File: src/sv/atmm_pkg.sv
package atmm_pkg;

   // Field widths that the interface fixes.
   localparam int CHANNEL_BITS = 3;
   localparam int WARM_BITS    = 2;

   // Defaults for the top-level parameters.
   localparam int WINDOW_LEN_DEF  = 12;
   localparam int SAMPLE_BITS_DEF = 10;

   // Window shape.
   localparam int TRIM         = 2;
   localparam int QUICK_LEN    = 3;
   localparam int FULL_WARMUP  = 2;
   localparam int QUICK_WARMUP = 1;

   // Filter mode register codes.
   localparam logic MODE_FULL  = 1'b0;
   localparam logic MODE_QUICK = 1'b1;

   // Tag that travels with each kept sample from the front end to the sorter.
   typedef struct packed {
      logic [CHANNEL_BITS-1:0] channel;
      logic                    first;
      logic                    last;
      logic                    quick;
   } atmm_ctrl_type;

endpackage

File: src/sv/atmm_front.sv
module atmm_front #(
   parameter int SAMPLE_BITS = atmm_pkg::SAMPLE_BITS_DEF,
   parameter int WINDOW_LEN  = atmm_pkg::WINDOW_LEN_DEF
) (
   input  logic                       clock,
   input  logic                       reset,
   input  logic                       req_valid,
   output logic                       req_ready,
   input  logic [SAMPLE_BITS-1:0]     req_sample,
   input  logic [atmm_pkg::CHANNEL_BITS-1:0] req_channel,
   input  logic                       csr_valid,
   output logic                       csr_ready,
   input  logic                       csr_data,
   input  logic                       queue_full,
   output logic                       push,
   output logic [SAMPLE_BITS-1:0]     push_sample,
   output atmm_pkg::atmm_ctrl_type    push_ctrl
);
   import atmm_pkg::*;

   localparam int FILL_W = $clog2(WINDOW_LEN + 1);

   logic              mode_ff, mode_in;
   logic [WARM_BITS-1:0] warm_ff, warm_in;
   logic [FILL_W-1:0] win_ff, win_in;
   logic [WARM_BITS-1:0] warm_target;
   logic [FILL_W-1:0] len_target;
   logic              accept;
   logic              warming;
   logic              last;

   // Per-mode window shape.
   assign warm_target = (mode_ff == MODE_QUICK) ? WARM_BITS'(QUICK_WARMUP)
                                                : WARM_BITS'(FULL_WARMUP);
   assign len_target  = (mode_ff == MODE_QUICK) ? FILL_W'(QUICK_LEN)
                                                : FILL_W'(WINDOW_LEN);

   // A mode write goes first; a request offered with it waits until the write is taken.
   assign req_ready = !queue_full && !csr_valid;
   assign csr_ready = 1'b1;
   assign accept    = req_valid && req_ready;
   assign warming   = warm_ff < warm_target;
   assign last      = (win_ff + FILL_W'(1)) == len_target;

   // Warm-up samples are dropped here; kept samples go to the queue.
   assign push                = accept && !warming;
   assign push_sample         = req_sample;
   assign push_ctrl.channel   = req_channel;
   assign push_ctrl.first     = win_ff == '0;
   assign push_ctrl.last      = last;
   assign push_ctrl.quick     = mode_ff == MODE_QUICK;

   // Window counters; a mode write restarts the window.
   always_comb begin
      mode_in = mode_ff;
      warm_in = warm_ff;
      win_in  = win_ff;
      if (csr_valid && csr_ready) begin
         mode_in = csr_data;
         warm_in = '0;
         win_in  = '0;
      end else if (accept) begin
         if (warming) begin
            warm_in = warm_ff + WARM_BITS'(1);
         end else if (last) begin
            warm_in = '0;
            win_in  = '0;
         end else begin
            win_in = win_ff + FILL_W'(1);
         end
      end
   end

   always_ff @(posedge clock) begin
      if (reset) begin
         mode_ff <= MODE_FULL;
         warm_ff <= '0;
         win_ff  <= '0;
      end else begin
         mode_ff <= mode_in;
         warm_ff <= warm_in;
         win_ff  <= win_in;
      end
   end

endmodule

File: src/sv/atmm_queue.sv
module atmm_queue #(
   parameter int SAMPLE_BITS = atmm_pkg::SAMPLE_BITS_DEF
) (
   input  logic                    clock,
   input  logic                    reset,
   input  logic                    push,
   input  logic [SAMPLE_BITS-1:0]  push_sample,
   input  atmm_pkg::atmm_ctrl_type push_ctrl,
   output logic                    full,
   output logic                    pop_valid,
   input  logic                    pop,
   output logic [SAMPLE_BITS-1:0]  pop_sample,
   output atmm_pkg::atmm_ctrl_type pop_ctrl
);
   import atmm_pkg::*;

   logic [SAMPLE_BITS-1:0] sample_ff [2];
   atmm_ctrl_type          ctrl_ff   [2];
   logic                   wr_ptr_ff, wr_ptr_in;
   logic                   rd_ptr_ff, rd_ptr_in;
   logic [1:0]             count_ff, count_in;
   logic                   do_pop;

   assign full       = count_ff == 2'd2;
   assign pop_valid  = count_ff != 2'd0;
   assign do_pop     = pop && pop_valid;
   assign pop_sample = sample_ff[rd_ptr_ff];
   assign pop_ctrl   = ctrl_ff[rd_ptr_ff];

   // Pointer and occupancy update.
   always_comb begin
      wr_ptr_in = push ? !wr_ptr_ff : wr_ptr_ff;
      rd_ptr_in = do_pop ? !rd_ptr_ff : rd_ptr_ff;
      count_in  = count_ff;
      if (push && !do_pop) begin
         count_in = count_ff + 2'd1;
      end else if (!push && do_pop) begin
         count_in = count_ff - 2'd1;
      end
   end

   always_ff @(posedge clock) begin
      if (reset) begin
         wr_ptr_ff <= 1'b0;
         rd_ptr_ff <= 1'b0;
         count_ff  <= 2'd0;
      end else begin
         wr_ptr_ff <= wr_ptr_in;
         rd_ptr_ff <= rd_ptr_in;
         count_ff  <= count_in;
      end
   end

   // Entry storage.
   always_ff @(posedge clock) begin
      if (push) begin
         sample_ff[wr_ptr_ff] <= push_sample;
         ctrl_ff[wr_ptr_ff]   <= push_ctrl;
      end
   end

endmodule

File: src/sv/atmm_back.sv
module atmm_back #(
   parameter int SAMPLE_BITS = atmm_pkg::SAMPLE_BITS_DEF,
   parameter int WINDOW_LEN  = atmm_pkg::WINDOW_LEN_DEF
) (
   input  logic                       clock,
   input  logic                       reset,
   input  logic                       in_valid,
   output logic                       in_ready,
   input  logic [SAMPLE_BITS-1:0]     in_sample,
   input  atmm_pkg::atmm_ctrl_type    in_ctrl,
   output logic                       rsp_valid,
   input  logic                       rsp_ready,
   output logic [SAMPLE_BITS-1:0]     rsp_filtered,
   output logic [atmm_pkg::CHANNEL_BITS-1:0] rsp_channel
);
   import atmm_pkg::*;

   localparam int KEPT     = WINDOW_LEN - 2 * TRIM;
   localparam int SUM_W    = SAMPLE_BITS + $clog2(KEPT);
   localparam int IDX_W    = $clog2(WINDOW_LEN);
   localparam int FILL_W   = $clog2(WINDOW_LEN + 1);
   localparam int RECIP_SH = SUM_W + $clog2(KEPT);
   localparam int RECIP    = (2 ** RECIP_SH + KEPT - 1) / KEPT;
   localparam int PROD_W   = 2 * SUM_W + 1;

   typedef enum logic [2:0] {
      ST_INSERT = 3'b001,
      ST_SUM    = 3'b010,
      ST_DIV    = 3'b100
   } state_type;

   state_type              state_ff, state_in;
   logic [SAMPLE_BITS-1:0] sorted_ff [WINDOW_LEN];
   logic [SAMPLE_BITS-1:0] ins       [WINDOW_LEN];
   logic                   gt        [WINDOW_LEN];
   logic [FILL_W-1:0]      fill_ff, fill_in;
   logic [FILL_W-1:0]      n;
   logic [IDX_W-1:0]       idx_ff, idx_in;
   logic [SUM_W-1:0]       acc_ff, acc_in;
   logic [PROD_W-1:0]      prod;
   logic                   out_free;
   logic                   take;
   logic                   out_load;
   logic [SAMPLE_BITS-1:0] out_value;
   logic [CHANNEL_BITS-1:0] out_chan;
   logic                   out_valid_ff, out_valid_in;
   logic [SAMPLE_BITS-1:0] out_data_ff;
   logic [CHANNEL_BITS-1:0] out_chan_ff;
   logic [CHANNEL_BITS-1:0] chan_ff;

   assign out_free = !out_valid_ff || rsp_ready;
   assign n        = in_ctrl.first ? '0 : fill_ff;

   // A quick-mode window closes at once and needs the output register.
   assign in_ready = (state_ff == ST_INSERT) &&
                     (!(in_ctrl.last && in_ctrl.quick) || out_free);
   assign take     = in_valid && in_ready;

   // Sorted insertion: entries above the new sample move up one place.
   always_comb begin
      for (int i = 0; i < WINDOW_LEN; i++) begin
         gt[i] = (FILL_W'(i) < n) && (sorted_ff[i] > in_sample);
      end
      if ((n != '0) && !gt[0]) begin
         ins[0] = sorted_ff[0];
      end else begin
         ins[0] = in_sample;
      end
      for (int i = 1; i < WINDOW_LEN; i++) begin
         if ((FILL_W'(i) < n) && !gt[i]) begin
            ins[i] = sorted_ff[i];
         end else if (FILL_W'(i) <= n) begin
            ins[i] = gt[i-1] ? sorted_ff[i-1] : in_sample;
         end else begin
            ins[i] = sorted_ff[i];
         end
      end
   end

   // Divide the sum by the kept-sample count through a constant reciprocal;
   // the rounded-up reciprocal is exact for every sum that fits in SUM_W bits.
   assign prod = PROD_W'(acc_ff) * PROD_W'(RECIP);

   // Sequencer: insert; a full window then sums the middle entries and scales the sum, a quick window takes its median.
   always_comb begin
      state_in  = state_ff;
      fill_in   = fill_ff;
      idx_in    = idx_ff;
      acc_in    = acc_ff;
      out_load  = 1'b0;
      out_value = prod[RECIP_SH +: SAMPLE_BITS];
      out_chan  = chan_ff;
      case (state_ff)
         ST_INSERT: begin
            if (take) begin
               fill_in = in_ctrl.last ? '0 : n + FILL_W'(1);
               if (in_ctrl.last && in_ctrl.quick) begin
                  out_load  = 1'b1;
                  out_value = ins[1];
                  out_chan  = in_ctrl.channel;
               end else if (in_ctrl.last) begin
                  state_in = ST_SUM;
                  idx_in   = IDX_W'(TRIM);
                  acc_in   = '0;
               end
            end
         end
         ST_SUM: begin
            acc_in = acc_ff + SUM_W'(sorted_ff[idx_ff]);
            idx_in = idx_ff + IDX_W'(1);
            if (idx_ff == IDX_W'(WINDOW_LEN - TRIM - 1)) begin
               state_in = ST_DIV;
            end
         end
         ST_DIV: begin
            if (out_free) begin
               out_load = 1'b1;
               state_in = ST_INSERT;
            end
         end
         default: begin
            state_in = ST_INSERT;
         end
      endcase
   end

   // Output register holds a result until the receiver takes it.
   always_comb begin
      out_valid_in = out_valid_ff;
      if (out_load) begin
         out_valid_in = 1'b1;
      end else if (rsp_ready) begin
         out_valid_in = 1'b0;
      end
   end

   always_ff @(posedge clock) begin
      if (reset) begin
         state_ff     <= ST_INSERT;
         fill_ff      <= '0;
         out_valid_ff <= 1'b0;
      end else begin
         state_ff     <= state_in;
         fill_ff      <= fill_in;
         out_valid_ff <= out_valid_in;
      end
   end

   // Datapath registers.
   always_ff @(posedge clock) begin
      idx_ff <= idx_in;
      acc_ff <= acc_in;
      if (take) begin
         for (int i = 0; i < WINDOW_LEN; i++) begin
            sorted_ff[i] <= ins[i];
         end
         chan_ff <= in_ctrl.channel;
      end
      if (out_load) begin
         out_data_ff <= out_value;
         out_chan_ff <= out_chan;
      end
   end

   assign rsp_valid    = out_valid_ff;
   assign rsp_filtered = out_data_ff;
   assign rsp_channel  = out_chan_ff;

endmodule

File: src/sv/adc_trimmed_mean_median_filter_unit.sv
// ADC trimmed-mean / median window filter.
// The req channel carries one ADC sample with its channel tag per request.
// Each window first discards warm-up samples (two in full mode, one in quick
// mode), then collects WINDOW_LEN samples (full) or three (quick). One result
// leaves on the rsp channel per completed window, tagged with the channel of
// the window's last sample. The csr channel writes the one-bit filter mode
// (0 = trimmed mean, 1 = median of three); a write restarts the window.
// A front end drops warm-up samples and tags the rest, a two-entry queue
// decouples it from the sorter, which inserts one sample per cycle into a
// sorted register chain while it is not busy with a result. Requests are
// taken at one per cycle while the queue has room and no mode write is
// offered. A quick-mode result passes from the queue straight to the output
// register. After its last sample, a full-mode window sums the middle
// WINDOW_LEN - 4 samples and scales the sum by a constant reciprocal, while
// the sorter takes no sample. Reset sets full mode and restarts the window.
// A stalled receiver holds the result in the output register; the sorter
// keeps filling the next window and waits only when another result is ready
// to leave.
module adc_trimmed_mean_median_filter_unit #(
   parameter int WINDOW_LEN  = atmm_pkg::WINDOW_LEN_DEF,
   parameter int SAMPLE_BITS = atmm_pkg::SAMPLE_BITS_DEF
) (
   input  logic clock,
   input  logic reset,
   input  logic req_tvalid,
   output logic req_tready,
   // Fields from bit 0: sample, channel, zero fill.
   input  logic [((SAMPLE_BITS + atmm_pkg::CHANNEL_BITS + 7) / 8) * 8 - 1:0] req_tdata,
   output logic rsp_tvalid,
   input  logic rsp_tready,
   // Fields from bit 0: filtered, result_channel, zero fill.
   output logic [((SAMPLE_BITS + atmm_pkg::CHANNEL_BITS + 7) / 8) * 8 - 1:0] rsp_tdata,
   input  logic csr_valid,
   output logic csr_ready,
   input  logic csr_data
);
   import atmm_pkg::*;

   localparam int DATA_W = ((SAMPLE_BITS + CHANNEL_BITS + 7) / 8) * 8;

   logic                    queue_full;
   logic                    push;
   logic [SAMPLE_BITS-1:0]  push_sample;
   atmm_ctrl_type           push_ctrl;
   logic                    pop_valid;
   logic                    pop;
   logic [SAMPLE_BITS-1:0]  pop_sample;
   atmm_ctrl_type           pop_ctrl;
   logic [SAMPLE_BITS-1:0]  filtered;
   logic [CHANNEL_BITS-1:0] result_channel;

   atmm_front #(
      .SAMPLE_BITS (SAMPLE_BITS),
      .WINDOW_LEN  (WINDOW_LEN)
   ) u_front (
      .clock       (clock),
      .reset       (reset),
      .req_valid   (req_tvalid),
      .req_ready   (req_tready),
      .req_sample  (req_tdata[SAMPLE_BITS-1:0]),
      .req_channel (req_tdata[SAMPLE_BITS+CHANNEL_BITS-1:SAMPLE_BITS]),
      .csr_valid   (csr_valid),
      .csr_ready   (csr_ready),
      .csr_data    (csr_data),
      .queue_full  (queue_full),
      .push        (push),
      .push_sample (push_sample),
      .push_ctrl   (push_ctrl)
   );

   atmm_queue #(
      .SAMPLE_BITS (SAMPLE_BITS)
   ) u_queue (
      .clock       (clock),
      .reset       (reset),
      .push        (push),
      .push_sample (push_sample),
      .push_ctrl   (push_ctrl),
      .full        (queue_full),
      .pop_valid   (pop_valid),
      .pop         (pop),
      .pop_sample  (pop_sample),
      .pop_ctrl    (pop_ctrl)
   );

   atmm_back #(
      .SAMPLE_BITS (SAMPLE_BITS),
      .WINDOW_LEN  (WINDOW_LEN)
   ) u_back (
      .clock        (clock),
      .reset        (reset),
      .in_valid     (pop_valid),
      .in_ready     (pop),
      .in_sample    (pop_sample),
      .in_ctrl      (pop_ctrl),
      .rsp_valid    (rsp_tvalid),
      .rsp_ready    (rsp_tready),
      .rsp_filtered (filtered),
      .rsp_channel  (result_channel)
   );

   // Pack the result with zero fill up to whole bytes.
   assign rsp_tdata = DATA_W'({result_channel, filtered});

endmodule
File: config.mk
export PLATFORM = sky130hd
export DESIGN_NAME = adc_trimmed_mean_median_filter_unit
export DESIGN_NICKNAME = d
export VERILOG_FILES = /design/src/sv/atmm_pkg.sv /design/src/sv/atmm_front.sv /design/src/sv/atmm_queue.sv /design/src/sv/atmm_back.sv /design/src/sv/adc_trimmed_mean_median_filter_unit.sv
export SDC_FILE = /design/constraint.sdc
export NUM_CORES = 1
export LEC_CHECK = 0
export ABC_AREA = 1
export BUFFER_PORTS_ARGS = -buffer_cell sky130_fd_sc_hd__buf_2
export CAP_MARGIN = 20
export CORE_MARGIN = 3
export CORE_UTILIZATION = 35
export CTS_CLUSTER_DIAMETER = 40
export DETAILED_ROUTE_END_ITERATION = 6
export HOLD_SLACK_MARGIN = 0.15
export PLACE_DENSITY_LB_ADDON = 0.1
export SYNTH_ARGS = -nofsm -noshare
export SYNTH_HDL_FRONTEND = slang
export SYNTH_SLANG_ARGS = --single-unit
File: constraint.sdc
create_clock -name clock -period 4 [get_ports clock]
set_clock_uncertainty 0.2 [all_clocks]
set_input_delay 0.4 -clock clock [delete_from_list [all_inputs] [get_ports clock]]
set_output_delay 0.4 -clock clock [all_outputs]
set_load 0.005 [all_outputs]
# Word level (Yosys, flattened, before mapping)
# Memory sizes are Yosys's and may differ from the RTL's. A register that Yosys moved wholly into a read port is not among the register bits.
# Cells that the tools add are included.
dict set report op_classes {
  bitwise 1
  n_mux 78
  n_reduce_logical 68
  add_sub_neg 7
  eq_ne 11
  n_lt_le_gt_ge 36
}
# op n
set op_table {}
lappend op_table {{2-to-1 mux 10 bit} 37}
lappend op_table {{> comparator 10 bit} 12}
lappend op_table {{2-to-1 mux 13 bit} 3}
lappend op_table {{logical AND 1 bit} 32}
lappend op_table {{2-to-1 mux 4 bit} 8}
lappend op_table {{case mux 13 bit (2 select lines)} 1}
lappend op_table {{2-to-1 mux 3 bit} 8}
lappend op_table {{zero test 1 bit} 21}
lappend op_table {{less-or-equal comparator 3 x 4 -> 1 bit, first input constant} 4}
lappend op_table {{less-or-equal comparator 4 bit, first input constant} 4}
lappend op_table {{less-than comparator 3 x 4 -> 1 bit, first input constant} 4}
lappend op_table {{less-than comparator 4 bit, first input constant} 4}
lappend op_table {{adder 13 x 10 -> 13 bit} 1}
lappend op_table {{2-to-1 mux 1 bit} 13}
lappend op_table {{adder 4 x 1 -> 4 bit, second input constant} 3}
lappend op_table {{2-to-1 mux 2 bit} 5}
lappend op_table {{nonzero test 2 bit} 5}
lappend op_table {{case mux 3 bit (3 select lines)} 1}
lappend op_table {{less-or-equal comparator 2 x 4 -> 1 bit, first input constant} 2}
lappend op_table {{less-than comparator 1 x 4 -> 1 bit, first input constant} 2}
lappend op_table {{less-than comparator 2 x 4 -> 1 bit, first input constant} 2}
lappend op_table {{case mux 4 bit (2 select lines)} 1}
lappend op_table {{inequality test 2 x 1 -> 1 bit, second input constant} 3}
lappend op_table {{AND reduction 2 bit} 3}
lappend op_table {{19 further kinds} 22}
dict set report totals {
  register_bits 52
  in_bits 22
  output_inout_bits 19
  mem_bits_rw 152
  mem_count 3
  elab_cells 218
}
# name depth width rd rd_ports_with_merged_regs write_ports line_no
set memory_table {}
lappend memory_table {u_back.sorted_ff 12 10 13 1 12 atmm_back.sv:33} ;# logic [SAMPLE_BITS-1:0] sorted_ff [WINDOW_LEN];
lappend memory_table {u_queue.sample_ff 2 10 1 1 1 atmm_queue.sv:17} ;# logic [SAMPLE_BITS-1:0] sample_ff [2];
lappend memory_table {u_queue.ctrl_ff 2 6 1 1 1 atmm_queue.sv:18} ;# atmm_ctrl_type ctrl_ff [2];

# Logic depth before layout (Yosys ltp)
dict set report logic_depth {
  depth_word 9
  mapped_depth 19
  ltp_nobuf 18
}

# Modules after synthesis
# From an unflattened synthesis, not the netlist that was laid out.
dict set report unflattened {
  hier_cells 1598
  area_unflattened_um2 13889.6
}
# module cells_each area_per_inst_um2 instances seq_area_each_um2
set by_module_without_submodules {}
lappend by_module_without_submodules {atmm_back 1415 11792.6 1 4834.6}
lappend by_module_without_submodules {atmm_queue 85 1441.4 1 1061.0}
lappend by_module_without_submodules {atmm_front 94 629.4 1 140.1}
lappend by_module_without_submodules {adc_trimmed_mean_median_filter_unit 4 26.3 1 0.0}

# Worst setup path after synthesis
# OpenSTA, ideal clock, no wires.
dict set report synth_timing {
  path_type {reg-to-reg}
  start {register with a tool-made name}
  end {memory u_back.sorted_ff[7][0] (netlist bit) (enable)}
  path_slack_ns 0.209
  t_arrival_ns 3.199
  required_time_ns 3.408
  setup_ns 0.392
  period_less_slack_ns 3.791
  n_path_buf 2
  stages_incl_launch_ff 12
  path_cell_list {dfxtp_1 > buf_6 > clkbuf_1 > o21ai_0 > ha_1 > nand2_1 > or2_2 > a21oi_1 > nor2_1 > nand2_1 > nand2_1 > a21boi_0}
}
# element line_no
set synth_rtl {}
lappend synth_rtl {{end, declared} atmm_back.sv:33}

==> results.md <==
* Status: completed
* Kind of critical path: reg -> reg
* Cells on Worst Hold Path at 1
* Worst reg2reg setup slack at 0.36 ns
* CP startpoint kind: flop
* Crit path buffers/inverters at 3
* Cell accounting for the most synthesized area: edfxtp_1
* Cell area after synthesis at 13540 um^2
* Via count of the first global-routing pass at 10930
* Worst Tran Pin Value at 1.100 ns
* Arrival time at the worst endpoint at 3.69 ns
* Fraction of layout cells with a size suffix above 1 at 13.51%
* Die span in y at 202.7 um
* Area share of the largest cell type after synthesis at 41.03%
* Total count of max-transition violations in the final report at 0
* RSZ-0062 raised after global routing: no
* CTS HTree Levels at 2
* VDD IR-drop max at 0.3707 mV
* Worst hold path startpoint: u_queue.rd_ptr_ff
* Fin Setup TNS at 0 ns
* Pin count of the biggest net entering global routing at 56
* CTS buffer count at 47
* Clk pin slew, worst setup/hold paths at 0.05 ns
* Kind of cell adding the most delay to the critical path: simple AND/OR/NAND/NOR gates
* Layout fillers at 3786
* Routability Congestion at 0.8667
* Worst Hold Class: reg -> reg
* Seq cells post-synth at 209
* Layout Cells excl Fill at 2213
* Cell with the most instances after synthesis: nand2_1
* Post-synth top cells: nand2_1 (356), edfxtp_1 (185), inv_1 (154)
* Post-detailed-route DRC marker count at 0
* Total leakage power at 7.216 nW
* Antenna violations before repair at 0
* Layout Cell Area excl Fill at 16390 um^2
* Number of buffer cells added on primary ports at 33
* Area added between synthesis and finish at 21.04%
* Initial Util at 35.69%
* Syn Inst Count at 1566
* Mean area per synthesized cell at 8.646 um^2
* Total global routing track utilization at 21.00%
* Placed Area at 14530 um^2
* Yosys warning total at 0
* Clock insertion delay at the later pin of the skew report at 0.57 ns
* Antenna Nets Post-Route at 0
* Vias per Instance at 5.117
* DR iter-0 viols at 854
* Post-detailed-routing wire length at 43240 um
* Power per unit of standard cell area at 658.6 nW/um^2
* Wire length of the first global-routing pass at 65410 um
* Clock root buffer master: clkbuf_16
* Final cycle utilization of the critical path at 91.12%
* Sequential share of the synthesized area at 44.58%
* CORE AREA at 37930 um^2
* Data required time of the worst path at 4.04 ns
* DPL Wire Length at 30730 um
* Category of the worst setup path capture point: flop
* Path depth of the worst reg2reg path at 12
* Overflow after GRT at 0
* Most used flip-flop cell after synthesis: edfxtp_1
* Final hold violations at 0
* Die Outline Area at 41080 um^2
* Achievable Freq at 0.2744 GHz
* Net count reported at finish at 1829
* Via total after detailed routing at 11330
* Crit-path max FO at 15
* Wire length per cell at 19.54 um
* CTS tree: built
* Total setup violations reported at the end of the flow at 0
* First-pass iteration count of the detailed router at 5
* Minimum clock period after layout at 3.645 ns
* Tightest slew margin relative to the limit at 26.65%
* Critical-path cell list: inv_4 > or2_2 > o21ai_2 > buf_4 > ha_1 > nand2_1 > nor4_1 > o21ai_0 > nand3_1 > nand2_1 > a21oi_1 > buf_4
* Worst hold slack at 0.2664 ns
* Number of synthesized flops with an enable pin at 185
* I/O pin count at 41
* Maximum clock path buffer count at 3
* Max-cap violations at 0
* Area contributors post-synth: edfxtp_1 (41%), ha_1 (13%), nand2_1 (9.9%), o21ai_0 (5.2%), a21oi_1 (5.0%)
* Count of unique library cells instantiated by Yosys at 53
* Placed insts at 2102
* CP peak stage delay at 0.50 ns
* Critical R2R Capture: u_back.sorted_ff[8][5]
* Fraction of registers with async set/reset at 0%
* Cell with the largest stage delay on the worst path: dfxtp_1
* Antenna diode instance count at 0
* Core Rows at 71
* Overall die width at 202.7 um
* Sinks on the clock net at 209
-- through the flow --
| stage | setup slack (ns) | util [%] | power (mW) |
|---|---|---|---|
| after floorplan | 0.2086 | - | 5.528 |
| after CTS | 0.06715 | 43.06 | 10.80 |
| final | 0.3551 | 43.20 | 10.79 |
| after global routing | 0.08763 | 43.20 | 11.51 |
| after detailed placement | 0.09835 | 38.30 | 6.839 |
| after global placement | 0.1794 | 38.30 | 6.797 |
-- routing by layer --
layer	share of wire [%]	routed length (um)	global-route usage [%]
met2	47	20200	35.08
met3	5.3	2278	3.896
met4	2.1	914	5.642
met1	46	19850	28.12
met5	0	0	0
-- sequential cells by signal, indices dropped and copies added (netlist names), 2 cells and up, named ones only --
signal,cells
u_back.acc_ff,13
u_back.chan_ff,3
u_back.fill_ff,4
u_back.idx_ff,4
u_back.rsp_channel,3
u_back.rsp_filtered,10
u_back.sorted_ff,120
u_back.state_ff,3
u_front.warm_ff,2
u_front.win_ff,4
u_queue.count_ff,2
u_queue.ctrl_ff,12
u_queue.sample_ff,20
-- what timing repair did --
item / 4_1_cts / 5_1_grt
hold endpoints to repair: 41 / 0
resized for setup: 0 / 1
setup buffers: 0 / 4
endpoints found under the setup margin: 0 / 11
hold buffers: 22 / 0
-- cell families after synthesis --
logic type / synth area share [%]
AOI/OAI and AO/OA: 14.61
xor gates and xnor gates: 0.2588
adders and majority gates: 13.09
buffers and inverters: 7.199
DFF: 44.58
muxes: 0.5915
other: 0.05547
and+or+nand+nor: 19.62
-- where the power goes --
| part | internal, mW | leakage, nW | total (mW) | switching, mW |
|---|---|---|---|---|
| Clock | 2.60 | 0.759 | 3.89 | 1.29 |
| Combinational | 1.27 | 4.59 | 3.82 | 2.55 |
| Sequential | 2.81 | 1.87 | 3.08 | 0.270 |
| Total | 6.69 | 7.22 | 10.8 | 4.11 |
-- final cells by class --
type                       instances  area [um^2]  share of cell area (%)
sequential                       209         6040                   36.85
tap                              511        639.4                   3.901
clock inverter                    28        342.8                   2.092
clock buffer                      57         1244                   7.589
multi-input combinational       1125         6586                   40.19
inverter                         164        625.6                   3.817
timing repair buffer             119        910.9                   5.558
-- layout by cell type, fill, tap and decap left out, drive strengths merged, types with 8 or more instances in the layout --
cell type and instances:
dlygate4sd3 22, or2 10, inv 168, nand4 41, nand3 89, dfxtp 24, and2 10, buf 97
edfxtp 185, a21oi 136, a211oi 9, nor2 80, nand2 366, ha 140, clkbuf 57, o21ai 165
mux2i 8, o21a 9, o211ai 11, clkinv 13, o22ai 9
-- worst max-delay path by stage --
| stage | start | end | slack [ns] | depth (start not counted) |
|---|---|---|---|---|
| 3_5_place_dp | flop | u_back.sorted_ff[5][1] | 0.1 | 12 |
| 2_1_floorplan | flop | u_back.sorted_ff[7][0] | 0.21 | 11 |
| 3_3_place_gp | flop | u_back.sorted_ff[5][0] | 0.18 | 12 |
| 4_1_cts | flop | u_back.sorted_ff[5][8] | 0.07 | 12 |
| 6_report | flop | u_back.sorted_ff[8][5] | 0.36 | 12 |
| 5_1_grt | flop | u_back.sorted_ff[9][2] | 0.09 | 12 |
(Power assumes the default switching activity.)
